`config.mk`:
```
export PLATFORM = sky130hd
export DESIGN_NAME = dns_query_name_parser
export DESIGN_NICKNAME = d
export VERILOG_FILES = /design/src/design/dqnp_pkg.sv /design/src/design/dns_query_name_parser.sv /design/src/design/dqnp_parser.sv /design/src/design/dqnp_fifo.sv
export SDC_FILE = /design/constraint.sdc
export NUM_CORES = 1
export LEC_CHECK = 0
export BUFFER_PORTS_ARGS = -buffer_cell sky130_fd_sc_hd__buf_2
export CAP_MARGIN = 20
export CORE_ASPECT_RATIO = 1.2
export CORE_MARGIN = 2
export CORE_UTILIZATION = 39
export CTS_CLUSTER_DIAMETER = 150
export DETAILED_ROUTE_END_ITERATION = 10
export GPL_ROUTABILITY_DRIVEN = 0
export PLACE_DENSITY = 0.56
export SLEW_MARGIN = 20
export SYNTH_ARGS = -nofsm -noshare
export SYNTH_HDL_FRONTEND = slang
export SYNTH_SLANG_ARGS = --single-unit
```
`constraint.sdc`:
```
create_clock -name clk -period 8.4 [get_ports clk]
set_input_delay 1.26 -clock clk [delete_from_list [all_inputs] [get_ports clk]]
set_output_delay 1.26 -clock clk [all_outputs]
set_load 0.02 [all_outputs]
```
`src/design/dqnp_pkg.sv`:
```
`default_nettype none

package dqnp_pkg;

    // Parse phases
    localparam logic [2:0] PH_HEADER  = 3'd0;
    localparam logic [2:0] PH_LENGTH  = 3'd1;
    localparam logic [2:0] PH_LABEL   = 3'd2;
    localparam logic [2:0] PH_TYPE_HI = 3'd3;
    localparam logic [2:0] PH_TYPE_LO = 3'd4;
    localparam logic [2:0] PH_DONE    = 3'd5;

    // Verdict codes
    localparam logic [1:0] VERDICT_A_QUERY     = 2'd0;
    localparam logic [1:0] VERDICT_OTHER_QUERY = 2'd1;
    localparam logic [1:0] VERDICT_INVALID     = 2'd2;

    // Item kinds
    localparam logic KIND_CHAR    = 1'b0;
    localparam logic KIND_VERDICT = 1'b1;

    localparam logic [15:0] NAME_START    = 16'd12;
    localparam logic [15:0] FLAGS_OFFSET  = 16'd2;
    localparam logic [15:0] MIN_LENGTH    = 16'd3;
    localparam logic [15:0] POSITION_MAX  = 16'hFFFF;
    localparam logic [7:0]  DOT_CHAR      = 8'd46;
    localparam logic [7:0]  HEADER_MASK   = 8'hFA;
    localparam logic [7:0]  QTYPE_A_LOW   = 8'd1;

    // Output queue
    localparam int unsigned FIFO_DEPTH = 4;
    localparam int unsigned PTR_W      = $clog2(FIFO_DEPTH);
    localparam int unsigned CNT_W      = $clog2(FIFO_DEPTH + 1);

    typedef struct packed {
        logic       kind;
        logic [7:0] name_char;
        logic [1:0] verdict;
        logic       last;
    } item_t;

    // Up to two result items per input beat, packed from slot 0 up
    typedef struct packed {
        logic [1:0]      valid;
        item_t [1:0]     item;
    } item_pair_t;

    typedef struct packed {
        logic [CNT_W-1:0] count;
        logic             can_take;
    } fifo_status_t;

endpackage

`default_nettype wire

```
`src/design/dns_query_name_parser.sv`:
```
// DNS query question-name parser.
// Slave channel: one datagram byte per beat, in order from offset zero,
// with the total datagram length on every beat and tlast on the final byte.
// Master channel: the question name as characters (tuser = 0), a dot before
// every label after the first, then one verdict beat (tuser = 1, tlast = 1)
// per datagram: 0 A query, 1 other valid query, 2 not a valid query.
// Each input beat yields zero, one or two output beats.
// Path: an accepted byte lands in the input register, the parser works on it
// there and, once the queue has room for a pair, writes its results into a
// four-entry output queue whose head drives the master side directly.
// Throughput: one byte per cycle while the receiver takes one beat per cycle;
// a byte that yields both its final character and the verdict uses two output
// slots, which the queue absorbs. The queue must have room for two results
// before the input register advances.
// Reset: clears the parse state to the start of a datagram and empties the
// input register and the queue. When the receiver stalls, results collect in
// the queue and tready drops once it cannot take another pair; nothing is lost.
`default_nettype none

module dns_query_name_parser (
    input  wire logic        clk,
    input  wire logic        rst_n,
    input  wire logic        s_axis_tvalid,
    output logic             s_axis_tready,
    input  wire logic [23:0] s_axis_tdata,   // [7:0] data_byte, [23:8] packet_length
    input  wire logic        s_axis_tlast,   // last_byte
    output logic             m_axis_tvalid,
    input  wire logic        m_axis_tready,
    output logic [15:0]      m_axis_tdata,   // [7:0] name_char, [9:8] verdict, zero pad
    output logic             m_axis_tuser,   // item_kind
    output logic             m_axis_tlast    // last
);

    logic        stage_valid_reg, stage_valid_next;
    logic [7:0]  stage_byte_reg;
    logic [15:0] stage_length_reg;
    logic        stage_last_reg;
    logic        stage_move;
    logic        in_accept;

    dqnp_pkg::item_pair_t   results;
    dqnp_pkg::item_t        out_item;
    dqnp_pkg::fifo_status_t fifo_status;

    // Advance the input register only when the queue can hold a full pair.
    assign stage_move    = stage_valid_reg & fifo_status.can_take;
    assign s_axis_tready = !stage_valid_reg || fifo_status.can_take;
    assign in_accept     = s_axis_tvalid & s_axis_tready;

    always_comb
    begin
        if (in_accept)
            stage_valid_next = 1'b1;
        else if (stage_move)
            stage_valid_next = 1'b0;
        else
            stage_valid_next = stage_valid_reg;
    end

    always_ff @(posedge clk or negedge rst_n)
    begin
        if (!rst_n)
            stage_valid_reg <= 1'b0;
        else
            stage_valid_reg <= stage_valid_next;
    end

    // Payload: hold while stalled, load on every accepted beat.
    always_ff @(posedge clk)
    begin
        if (in_accept)
        begin
            stage_byte_reg   <= s_axis_tdata[7:0];
            stage_length_reg <= s_axis_tdata[23:8];
            stage_last_reg   <= s_axis_tlast;
        end
    end

    dqnp_parser u_parser (
        .clk           (clk),
        .rst_n         (rst_n),
        .step          (stage_move),
        .data_byte     (stage_byte_reg),
        .packet_length (stage_length_reg),
        .last_byte     (stage_last_reg),
        .results       (results)
    );

    dqnp_fifo u_fifo (
        .clk      (clk),
        .rst_n    (rst_n),
        .push     (stage_move),
        .wr_items (results),
        .pop      (m_axis_tready),
        .rd_item  (out_item),
        .rd_valid (m_axis_tvalid),
        .status   (fifo_status)
    );

    assign m_axis_tdata = {6'd0, out_item.verdict, out_item.name_char};
    assign m_axis_tuser = out_item.kind;
    assign m_axis_tlast = out_item.last;

    // The queue never overfills.
    assert property (@(posedge clk) disable iff (!rst_n)
        fifo_status.count <= dqnp_pkg::CNT_W'(dqnp_pkg::FIFO_DEPTH))
    else $error("output queue overflow");

    // A verdict beat always closes the datagram and carries no character.
    assert property (@(posedge clk) disable iff (!rst_n)
        (m_axis_tvalid && m_axis_tuser == dqnp_pkg::KIND_VERDICT)
            |-> (m_axis_tlast && m_axis_tdata[7:0] == 8'd0))
    else $error("verdict beat malformed");

    // A character beat carries a zero verdict field and no tlast.
    assert property (@(posedge clk) disable iff (!rst_n)
        (m_axis_tvalid && m_axis_tuser == dqnp_pkg::KIND_CHAR)
            |-> (!m_axis_tlast && m_axis_tdata[9:8] == dqnp_pkg::VERDICT_A_QUERY))
    else $error("character beat malformed");

    // A byte held in the input register is not dropped while the queue cannot take a pair.
    assert property (@(posedge clk) disable iff (!rst_n)
        (stage_valid_reg && !fifo_status.can_take) |=> stage_valid_reg)
    else $error("stalled input byte lost");

endmodule

`default_nettype wire

```
`src/design/dqnp_parser.sv`:
```
`default_nettype none

module dqnp_parser (
    input  wire logic               clk,
    input  wire logic               rst_n,
    input  wire logic               step,
    input  wire logic [7:0]         data_byte,
    input  wire logic [15:0]        packet_length,
    input  wire logic               last_byte,
    output dqnp_pkg::item_pair_t    results
);

    logic [15:0] byte_position_reg, byte_position_next;
    logic        header_valid_reg, header_valid_next;
    logic [2:0]  parse_phase_reg, parse_phase_next;
    logic [7:0]  label_remaining_reg, label_remaining_next;
    logic        type_high_zero_reg, type_high_zero_next;
    logic        type_low_one_reg, type_low_one_next;

    logic        hv;
    logic [2:0]  phase_c;
    logic [7:0]  rem_c;
    logic        thz_c;
    logic        tlo_c;
    logic        name_valid;
    logic [7:0]  name_char;
    logic [1:0]  verdict;
    logic [16:0] label_end;
    dqnp_pkg::item_t name_item;
    dqnp_pkg::item_t verdict_item;

    assign label_end = {1'b0, byte_position_reg} + {9'd0, data_byte};

    always_comb
    begin
        hv         = header_valid_reg & (packet_length >= dqnp_pkg::MIN_LENGTH);
        phase_c    = parse_phase_reg;
        rem_c      = label_remaining_reg;
        thz_c      = type_high_zero_reg;
        tlo_c      = type_low_one_reg;
        name_valid = 1'b0;
        name_char  = data_byte;

        if (byte_position_reg < packet_length)
        begin
            case (parse_phase_reg)
                dqnp_pkg::PH_HEADER:
                begin
                    if (byte_position_reg == dqnp_pkg::FLAGS_OFFSET &&
                        (data_byte & dqnp_pkg::HEADER_MASK) != 8'd0)
                        hv = 1'b0;
                    if (byte_position_reg == dqnp_pkg::NAME_START - 16'd1)
                        phase_c = dqnp_pkg::PH_LENGTH;
                end
                dqnp_pkg::PH_LENGTH:
                begin
                    // take the label only if it ends inside the packet
                    if (data_byte != 8'd0 && label_end < {1'b0, packet_length})
                    begin
                        if (byte_position_reg != dqnp_pkg::NAME_START && hv)
                        begin
                            name_valid = 1'b1;
                            name_char  = dqnp_pkg::DOT_CHAR;
                        end
                        rem_c   = data_byte;
                        phase_c = dqnp_pkg::PH_LABEL;
                    end
                    else
                    begin
                        phase_c = dqnp_pkg::PH_TYPE_HI;
                    end
                end
                dqnp_pkg::PH_LABEL:
                begin
                    name_valid = hv;
                    rem_c      = label_remaining_reg - 8'd1;
                    if (rem_c == 8'd0)
                        phase_c = dqnp_pkg::PH_LENGTH;
                end
                dqnp_pkg::PH_TYPE_HI:
                begin
                    thz_c   = (data_byte == 8'd0);
                    phase_c = dqnp_pkg::PH_TYPE_LO;
                end
                dqnp_pkg::PH_TYPE_LO:
                begin
                    tlo_c   = (data_byte == dqnp_pkg::QTYPE_A_LOW);
                    phase_c = dqnp_pkg::PH_DONE;
                end
                default:
                begin
                end
            endcase
        end

        if (!hv || byte_position_reg < dqnp_pkg::FLAGS_OFFSET)
            verdict = dqnp_pkg::VERDICT_INVALID;
        else if (phase_c == dqnp_pkg::PH_DONE && thz_c && tlo_c)
            verdict = dqnp_pkg::VERDICT_A_QUERY;
        else
            verdict = dqnp_pkg::VERDICT_OTHER_QUERY;
    end

    always_comb
    begin
        name_item.kind         = dqnp_pkg::KIND_CHAR;
        name_item.name_char    = name_char;
        name_item.verdict      = dqnp_pkg::VERDICT_A_QUERY;
        name_item.last         = 1'b0;
        verdict_item.kind      = dqnp_pkg::KIND_VERDICT;
        verdict_item.name_char = 8'd0;
        verdict_item.verdict   = verdict;
        verdict_item.last      = 1'b1;

        if (name_valid)
        begin
            results.valid   = {last_byte, 1'b1};
            results.item[0] = name_item;
            results.item[1] = verdict_item;
        end
        else
        begin
            results.valid   = {1'b0, last_byte};
            results.item[0] = verdict_item;
            results.item[1] = verdict_item;
        end
    end

    always_comb
    begin
        if (last_byte)
        begin
            byte_position_next   = 16'd0;
            header_valid_next    = 1'b1;
            parse_phase_next     = dqnp_pkg::PH_HEADER;
            label_remaining_next = 8'd0;
            type_high_zero_next  = 1'b0;
            type_low_one_next    = 1'b0;
        end
        else
        begin
            byte_position_next   = (byte_position_reg == dqnp_pkg::POSITION_MAX) ?
                                   byte_position_reg : byte_position_reg + 16'd1;
            header_valid_next    = hv;
            parse_phase_next     = phase_c;
            label_remaining_next = rem_c;
            type_high_zero_next  = thz_c;
            type_low_one_next    = tlo_c;
        end
    end

    always_ff @(posedge clk or negedge rst_n)
    begin
        if (!rst_n)
        begin
            byte_position_reg   <= 16'd0;
            header_valid_reg    <= 1'b1;
            parse_phase_reg     <= dqnp_pkg::PH_HEADER;
            label_remaining_reg <= 8'd0;
            type_high_zero_reg  <= 1'b0;
            type_low_one_reg    <= 1'b0;
        end
        else if (step)
        begin
            byte_position_reg   <= byte_position_next;
            header_valid_reg    <= header_valid_next;
            parse_phase_reg     <= parse_phase_next;
            label_remaining_reg <= label_remaining_next;
            type_high_zero_reg  <= type_high_zero_next;
            type_low_one_reg    <= type_low_one_next;
        end
    end

endmodule

`default_nettype wire

```
`src/design/dqnp_fifo.sv`:
```
`default_nettype none

module dqnp_fifo (
    input  wire logic                 clk,
    input  wire logic                 rst_n,
    input  wire logic                 push,
    input  wire dqnp_pkg::item_pair_t wr_items,
    input  wire logic                 pop,
    output dqnp_pkg::item_t           rd_item,
    output logic                      rd_valid,
    output dqnp_pkg::fifo_status_t    status
);

    dqnp_pkg::item_t mem_reg [dqnp_pkg::FIFO_DEPTH];

    logic [dqnp_pkg::PTR_W-1:0] wr_ptr_reg, wr_ptr_next;
    logic [dqnp_pkg::PTR_W-1:0] rd_ptr_reg, rd_ptr_next;
    logic [dqnp_pkg::CNT_W-1:0] count_reg, count_next;
    logic                       wr0;
    logic                       wr1;
    logic                       do_pop;
    logic [dqnp_pkg::PTR_W-1:0] wr_ptr_plus1;

    assign wr0          = push & wr_items.valid[0];
    assign wr1          = push & wr_items.valid[1];
    assign do_pop       = pop & rd_valid;
    assign wr_ptr_plus1 = wr_ptr_reg + dqnp_pkg::PTR_W'(1);

    assign rd_valid        = (count_reg != '0);
    assign rd_item         = mem_reg[rd_ptr_reg];
    // leave room for a full pair of results
    assign status.count    = count_reg;
    assign status.can_take = (count_reg <= dqnp_pkg::CNT_W'(dqnp_pkg::FIFO_DEPTH - 2));

    always_comb
    begin
        wr_ptr_next = wr_ptr_reg + dqnp_pkg::PTR_W'(wr0) + dqnp_pkg::PTR_W'(wr1);
        rd_ptr_next = rd_ptr_reg + dqnp_pkg::PTR_W'(do_pop);
        count_next  = count_reg + dqnp_pkg::CNT_W'(wr0) + dqnp_pkg::CNT_W'(wr1)
                      - dqnp_pkg::CNT_W'(do_pop);
    end

    always_ff @(posedge clk)
    begin
        if (wr0)
            mem_reg[wr_ptr_reg] <= wr_items.item[0];
        if (wr1)
            mem_reg[wr_ptr_plus1] <= wr_items.item[1];
    end

    always_ff @(posedge clk or negedge rst_n)
    begin
        if (!rst_n)
        begin
            wr_ptr_reg <= '0;
            rd_ptr_reg <= '0;
            count_reg  <= '0;
        end
        else
        begin
            wr_ptr_reg <= wr_ptr_next;
            rd_ptr_reg <= rd_ptr_next;
            count_reg  <= count_next;
        end
    end

endmodule

`default_nettype wire
```
Word level (Yosys, flattened, before mapping). Memory sizes are Yosys's and may differ from the RTL's. Index checks and enable logic that the tools add are counted.

Register bits after elaboration: 63. Memory bits (writable): 48. Input port bits: 29. Output and inout bits: 20. Word-level logic and storage cells: 106. Memories: 1.

Add/subtract/negate cells: 10. Magnitude comparators: 5. Eq/ne operators: 12. Muxes and demuxes: 39. Bitwise operators: 6. Reduce and logical (&&, ||, !) cells: 20.

Memories: u_fifo.mem_reg (words 4, bits a word 12, read ports 1, clocked after Yosys merged registers in 0, wr ports 2, RTL line dqnp_fifo.sv:14) `dqnp_pkg::item_t mem_reg [dqnp_pkg::FIFO_DEPTH];`.

Operators with widths (number): $mux W8 (7); $mux W16 (2); $mux W26 (1); $mux W1 (21); $add A16 B8 Y17 (1); $lt A17 B16 Y1 (1); $add A16 B1 Y16 const B (1); $eq A16 B16 Y1 const B (1); $eq A16 B2 Y1 const B (1); $eq A16 B4 Y1 const B (1); $ge A16 B2 Y1 const B (1); $logic_not A8 Y1 (2); $lt A16 B16 Y1 (1); $lt A16 B2 Y1 const B (1); $ne A16 B4 Y1 const B (1); $pmux W8 S2 (1); $reduce_bool A8 Y1 (2); $pmux W3 S5 (1); $mux W3 (4); $eq A8 B1 Y1 const B (1); $sub A8 B1 Y8 const B (1); $add A2 B1 Y2 (3); $add A3 B1 Y3 (2); $and A1 B1 Y1 (6); other kinds (18) (28).

Logic depth before layout (Yosys ltp).
Depth in word-level cells: 16. Depth in mapped cells: 23. Mapped depth without buffers: 22.

Cells and area by module. From an unflattened synthesis, not the netlist that was laid out.

Cell total of the unflattened synthesis: 627. Area total of the unflattened synthesis: 7186.9 um^2.

By module, submodules not included: dqnp_parser (instances 1, cells each 433, area each 3467.1 um^2, sequential area each 752.0 um^2); dqnp_fifo (instances 1, cells each 157, area each 2860.2 um^2, sequential area each 1616.6 um^2); dns_query_name_parser (instances 1, cells each 37, area each 859.6 um^2, sequential area each 775.7 um^2).

Least setup slack after synthesis. No wires, ideal clock.

Kind: reg2reg. Start point: register stage_byte_reg[1]. End point: register u_fifo.count_reg[2] (netlist name). Setup time: 123 ps. Arrival: 4814 ps. Slack: 3463 ps. Stages on the path, launching flop included: 24. Clock period less this slack: 4937 ps. Cells stage by stage: edfxtp_1 ha_1 a21o_1 a21oi_1 nor2b_1 o21ai_0 a21oi_1 a41oi_1 nor2_1 xor2_1 ha_1 nand2_1 o21ai_0 a32o_1 a211oi_2 a21oi_2 buf_2 nor2_1 o21ai_0 ha_1 inv_1 fa_1 fa_1 xnor2_1.

Word-level cells in the longest chain between the ends: 11.

Ends and longest elaborated chain: start: declaration (RTL line dns_query_name_parser.sv:35) `logic [7:0] stage_byte_reg;`; start signal: assignment (RTL line dns_query_name_parser.sv:73) `stage_byte_reg <= s_axis_tdata[7:0];`; $add A16 B8 Y17 (RTL line dqnp_parser.sv:32) `assign label_end = {1'b0, byte_position_reg} + {9'd0, data_byte};`; $lt A17 B16 Y1 (RTL line dqnp_parser.sv:58) `if (data_byte != 8'd0 && label_end < {1'b0, packet_length})`; $logic_and A1 B1 Y1 * (RTL line dqnp_parser.sv:58); $mux W1 * (RTL line dqnp_parser.sv:58); $pmux W1 S2 * (RTL line dqnp_parser.sv:46) `case (parse_phase_reg)`; $mux W1 * (RTL line dqnp_parser.sv:44) `if (byte_position_reg < packet_length)`; $mux W26 * (RTL line dqnp_parser.sv:115) `if (name_valid)`; $and A1 B1 Y1 (RTL line dqnp_fifo.sv:24) `assign wr0 = push & wr_items.valid[0];`; $add A3 B1 Y3 (RTL line dqnp_fifo.sv:39) `count_next = count_reg + dqnp_pkg::CNT_W'(wr0) + dqnp_pkg::CNT_W'(wr1)`; $add A3 B1 Y3 * (RTL line dqnp_fifo.sv:39); $sub A3 B1 Y3 * (RTL line dqnp_fifo.sv:40) `- dqnp_pkg::CNT_W'(do_pop);`; named net u_fifo.count_next (one bit) (RTL line dqnp_fifo.sv:18) `logic [dqnp_pkg::CNT_W-1:0] count_reg, count_next;`; end signal: assignment (RTL line dqnp_fifo.sv:63) `count_reg <= count_next;`; end: declaration (RTL line dqnp_fifo.sv:18).

Mark *: on every way through the listed nets, which the timed path passes. The rest lies on a longest branch. A chain may end at the register's enable or synchronous reset.

Final worst setup path.
Start point: register stage_byte_reg[0]. End point: register u_fifo.count_reg[2] (netlist name).

The elaborated chain is that of the path after synthesis.

==> impl_metrics.csv <==
group,metric,value,unit
power_and_ir_drop,power,1771,uW
synthesis,synth_warnings,0,
clock_tree,ctsHoldBuffers,0,
detailed_routing,dr.pass1.iters,5,
sta,tns,0,ns
hold_path,hold_depth,2,
job,max-cap-violations,0,
grt,grt_pass1_wl,25980,um
synthesis,async_reset_ff_share,35.51,%
sta,timing.final.crit_share,65.36,%
die,dieArea,17500,um^2
sta,worstMarginPinSlew,0.9299,ns
clock_tree,numCtsBuffers,9,
final_layout,n_antenna_cell,0,
detailed_routing,route.met2.wl,8037,um
synthesis,synth_area,6416,um^2
setup_path,end_kind,"register",
die,fp.dieW,121.1,um
power_and_ir_drop,p_leak,0.003086,uW
synthesis,synth.avg_cell_area,9.796,um^2
die,rows,51,
clock_tree,htree_levels,3,
die,core,16140,um^2
grt,grt_pass1_vias,5024,
synthesis,ys_ff_latch,107,
setup_path,worstPathArrival,5.73,ns
sta,period_needed,5.490,ns
sta,skew,0.009386,ns
die,start_util,39.74,%
final_layout,largest_register_ff_count,44,
final_layout,drive_above_1_share,13.40,%
sta,drv_slew,0,
power_and_ir_drop,ir_drop,0.1058,mV
placement,port_buffers,42,
grt,overflow,0,
setup_path,cp_slowest_cell,"edfxtp_1",
setup_path,crit_path_start_kind,"register",
synthesis,synth_area_leaders,"edfxtp_1 (15%), dfrtp_1 (14%), dfxtp_1 (11%)",
setup_path,critPathBufInv,1,
clock_tree,clk_latency,0.36,ns
detailed_routing,via_per_inst,5.605,
setup_path,setup.worst_path.class,"reg2reg",
sta,rsz0062_at_grt,"false",
detailed_routing,top_layer,"met4",
die,io_pins,49,
hold_path,hold_class,"reg2reg",
synthesis,netlist_instances,655,
synthesis,synthFlopType,"dfrtp_1",
sta,hold_violations,0,
power_and_ir_drop,powerDensity,249.0,nW/um^2
synthesis,ys_seq_area_share,41.52,%
detailed_routing,via_count,5078,
clock_tree,cts_sinks,107,
detailed_routing,wl_met1,6745,um
setup_path,cp.depth,22,
setup_path,worstPathRequired,8.64,ns
detailed_routing,ant_nets,0,
clock_tree,postCtsSetupBuffers,0,
detailed_routing,drtIter0Drc,289,
setup_path,r2r_slack,2.91,ns
synthesis,synth_edf_count,33,
grt,grt_start_max_net_pins,39,
sta,setup_viol,0,
final_layout,nets,768,
clock_tree,cts_resized,0,
detailed_routing,drc,0,
placement,hpwlAfterDp,12260,um
clock_tree,cts-root-buf,"clkbuf_16",
die,die_h,144.5,um
clock_tree,cts_tree,"yes",
synthesis,yosysUniqueCellTypes,71,
detailed_routing,wl_met3,613,um
sta,relSlewSlack,38.01,%
setup_path,crit_fanout,13,
setup_path,crit_family,"compound AO/OA/AOI/OAI gates",
detailed_routing,wire_per_inst,17.57,um
grt,antenna_found_initial,0,
synthesis,synth_top_area_cell,"edfxtp_1",
clock_tree,path_clk_slew,0.07,ns
status,status,"complete, no violations",
sta,timing.fmax,182.2,MHz
synthesis,synth_top_area_share,15.44,%
setup_path,path_cells,"ha_1, a21o_1, a21oi_1, nor2b_1, o21ai_0, a21oi_1, a41oi_1, nor2_1, xor2_1, ha_1, nand2_1, o21ai_0, a32o_1, a211oi_2, a21oi_2, nor2_1, o21ai_0, ha_1, inv_1, fa_1, fa_1, xnor2_1",
setup_path,rr_worst_depth,22,
detailed_routing,wl,15920,um
grt,track_usage,19.43,%
setup_path,slowest_delay,0.51,ns
clock_tree,cts_buffer_depth,2,
final_layout,area_growth_syn_to_layout,10.84,%
## synth_stat cells, types with 3 or more instances
library cell and instances:
a211oi_1 3, a21o_1 9, a21oi_1 53, a21oi_2 3, a22o_1 17, a32o_1 3
and2_1 8, and3_1 8, buf_1 3, buf_2 6, buf_4 7, clkbuf_1 12
dfrtp_1 37, dfxtp_1 36, edfxtp_1 33, fa_1 4, ha_1 46, inv_1 38
mux2i_1 13, mux4_2 11, nand2_1 42, nand2b_1 9, nand3_1 16, nand4_1 11
nor2_1 59, nor2b_1 5, nor3_1 19, nor4_1 14, o21ai_0 36, o21ai_1 4
o31ai_1 4, or3_1 12, xnor2_1 13, xor2_1 16
## final timing paths
check / start / endpoint
min in group asynchronous: rst_n / u_parser.byte_position_reg[0]
min: u_fifo.mem_reg[2][0] / u_fifo.mem_reg[2][0]
max: stage_byte_reg[0] / u_fifo.count_reg[2]
min reg2reg: u_fifo.mem_reg[2][0] / u_fifo.mem_reg[2][0]
max in group asynchronous: rst_n / u_parser.byte_position_reg[13]
max reg2reg: stage_byte_reg[0] / u_fifo.count_reg[2]
## kinds of logic (layout without fill, tap and decap cells)
kind of cell             Yosys count  in the layout  synth area share (%)
AO/OA/AOI/OAI                    157            157                 16.15
XOR/XNOR                          29             29                 3.959
adder cells (fa/ha/maj)           50             50                 10.22
buffers and inverters             68            102                 4.524
flip-flops                       107            107                 41.52
multiplexers                      25             25                 6.065
other                              1              6               0.05845
AND/OR/NAND/NOR                  218            218                 17.51
## placed cells by master (no fill, tap or decap), types with 8 or more instances in the layout
cell,netlist,routed
a21o_1,9,9
mux2i_1,13,13
xnor2_1,13,13
o21ai_0,36,36
nor4_1,14,14
dfxtp_1,36,36
a22o_1,17,17
or3_1,12,12
nor2_1,59,59
and2_1,8,8
clkbuf_16,0,9
mux4_2,11,11
xor2_1,16,16
buf_2,6,42
a21oi_1,53,53
nand2b_1,9,9
edfxtp_1,33,33
nand3_1,16,16
nand2_1,42,42
nand4_1,11,11
ha_1,46,46
and3_1,8,8
nor3_1,19,19
inv_1,38,38
dfrtp_1,37,37
## per-stage QoR
stage	area, um^2	cells	hold WS [ns]	setup slack (ns)	util, %
5_1_grt	7112	906	0.5017	2.492	44.05
3_5_place_dp	6812	890	0.4682	2.907	42.19
2_1_floorplan	6435	660	0.4392	3.463	-
4_1_cts	7112	906	0.4814	2.896	44.05
3_3_place_gp	6797	889	0.4570	3.071	42.10
6_report	7112	906	0.4748	2.910	44.05
## routing by layer
metal,global-route usage (%),vias up
met5,0,-
met4,8.446,0
met3,3.233,35
met2,34.57,136
met1,23.03,2449
li1,-,2458
## worst min-delay path: stages (launching register included)
cell	delay, ns
dfxtp_1	0.32
inv_1	0.06
a21oi_1	0.05
## layout make-up
| cell class | count | area (um^2) |
|---|---|---|
| clock inverters | 6 | 61.31 |
| well taps | 212 | 265.3 |
| repair buffers | 47 | 255.2 |
| multi-input cells | 485 | 3481 |
| inverters | 39 | 146.4 |
| fillers | 1492 | 9032 |
| clock buffers | 10 | 239.0 |
| flip-flops and latches | 107 | 2664 |
## report_power, final
part           leakage [uW]  internal (uW)  total [uW]  switching, uW
registers           0.00110            623         734            111
logic               0.00183            227         602            374
clock network      0.000154            240         435            195
total               0.00309           1090        1770            681
Note: power is estimated with default switching activity, not from simulation.
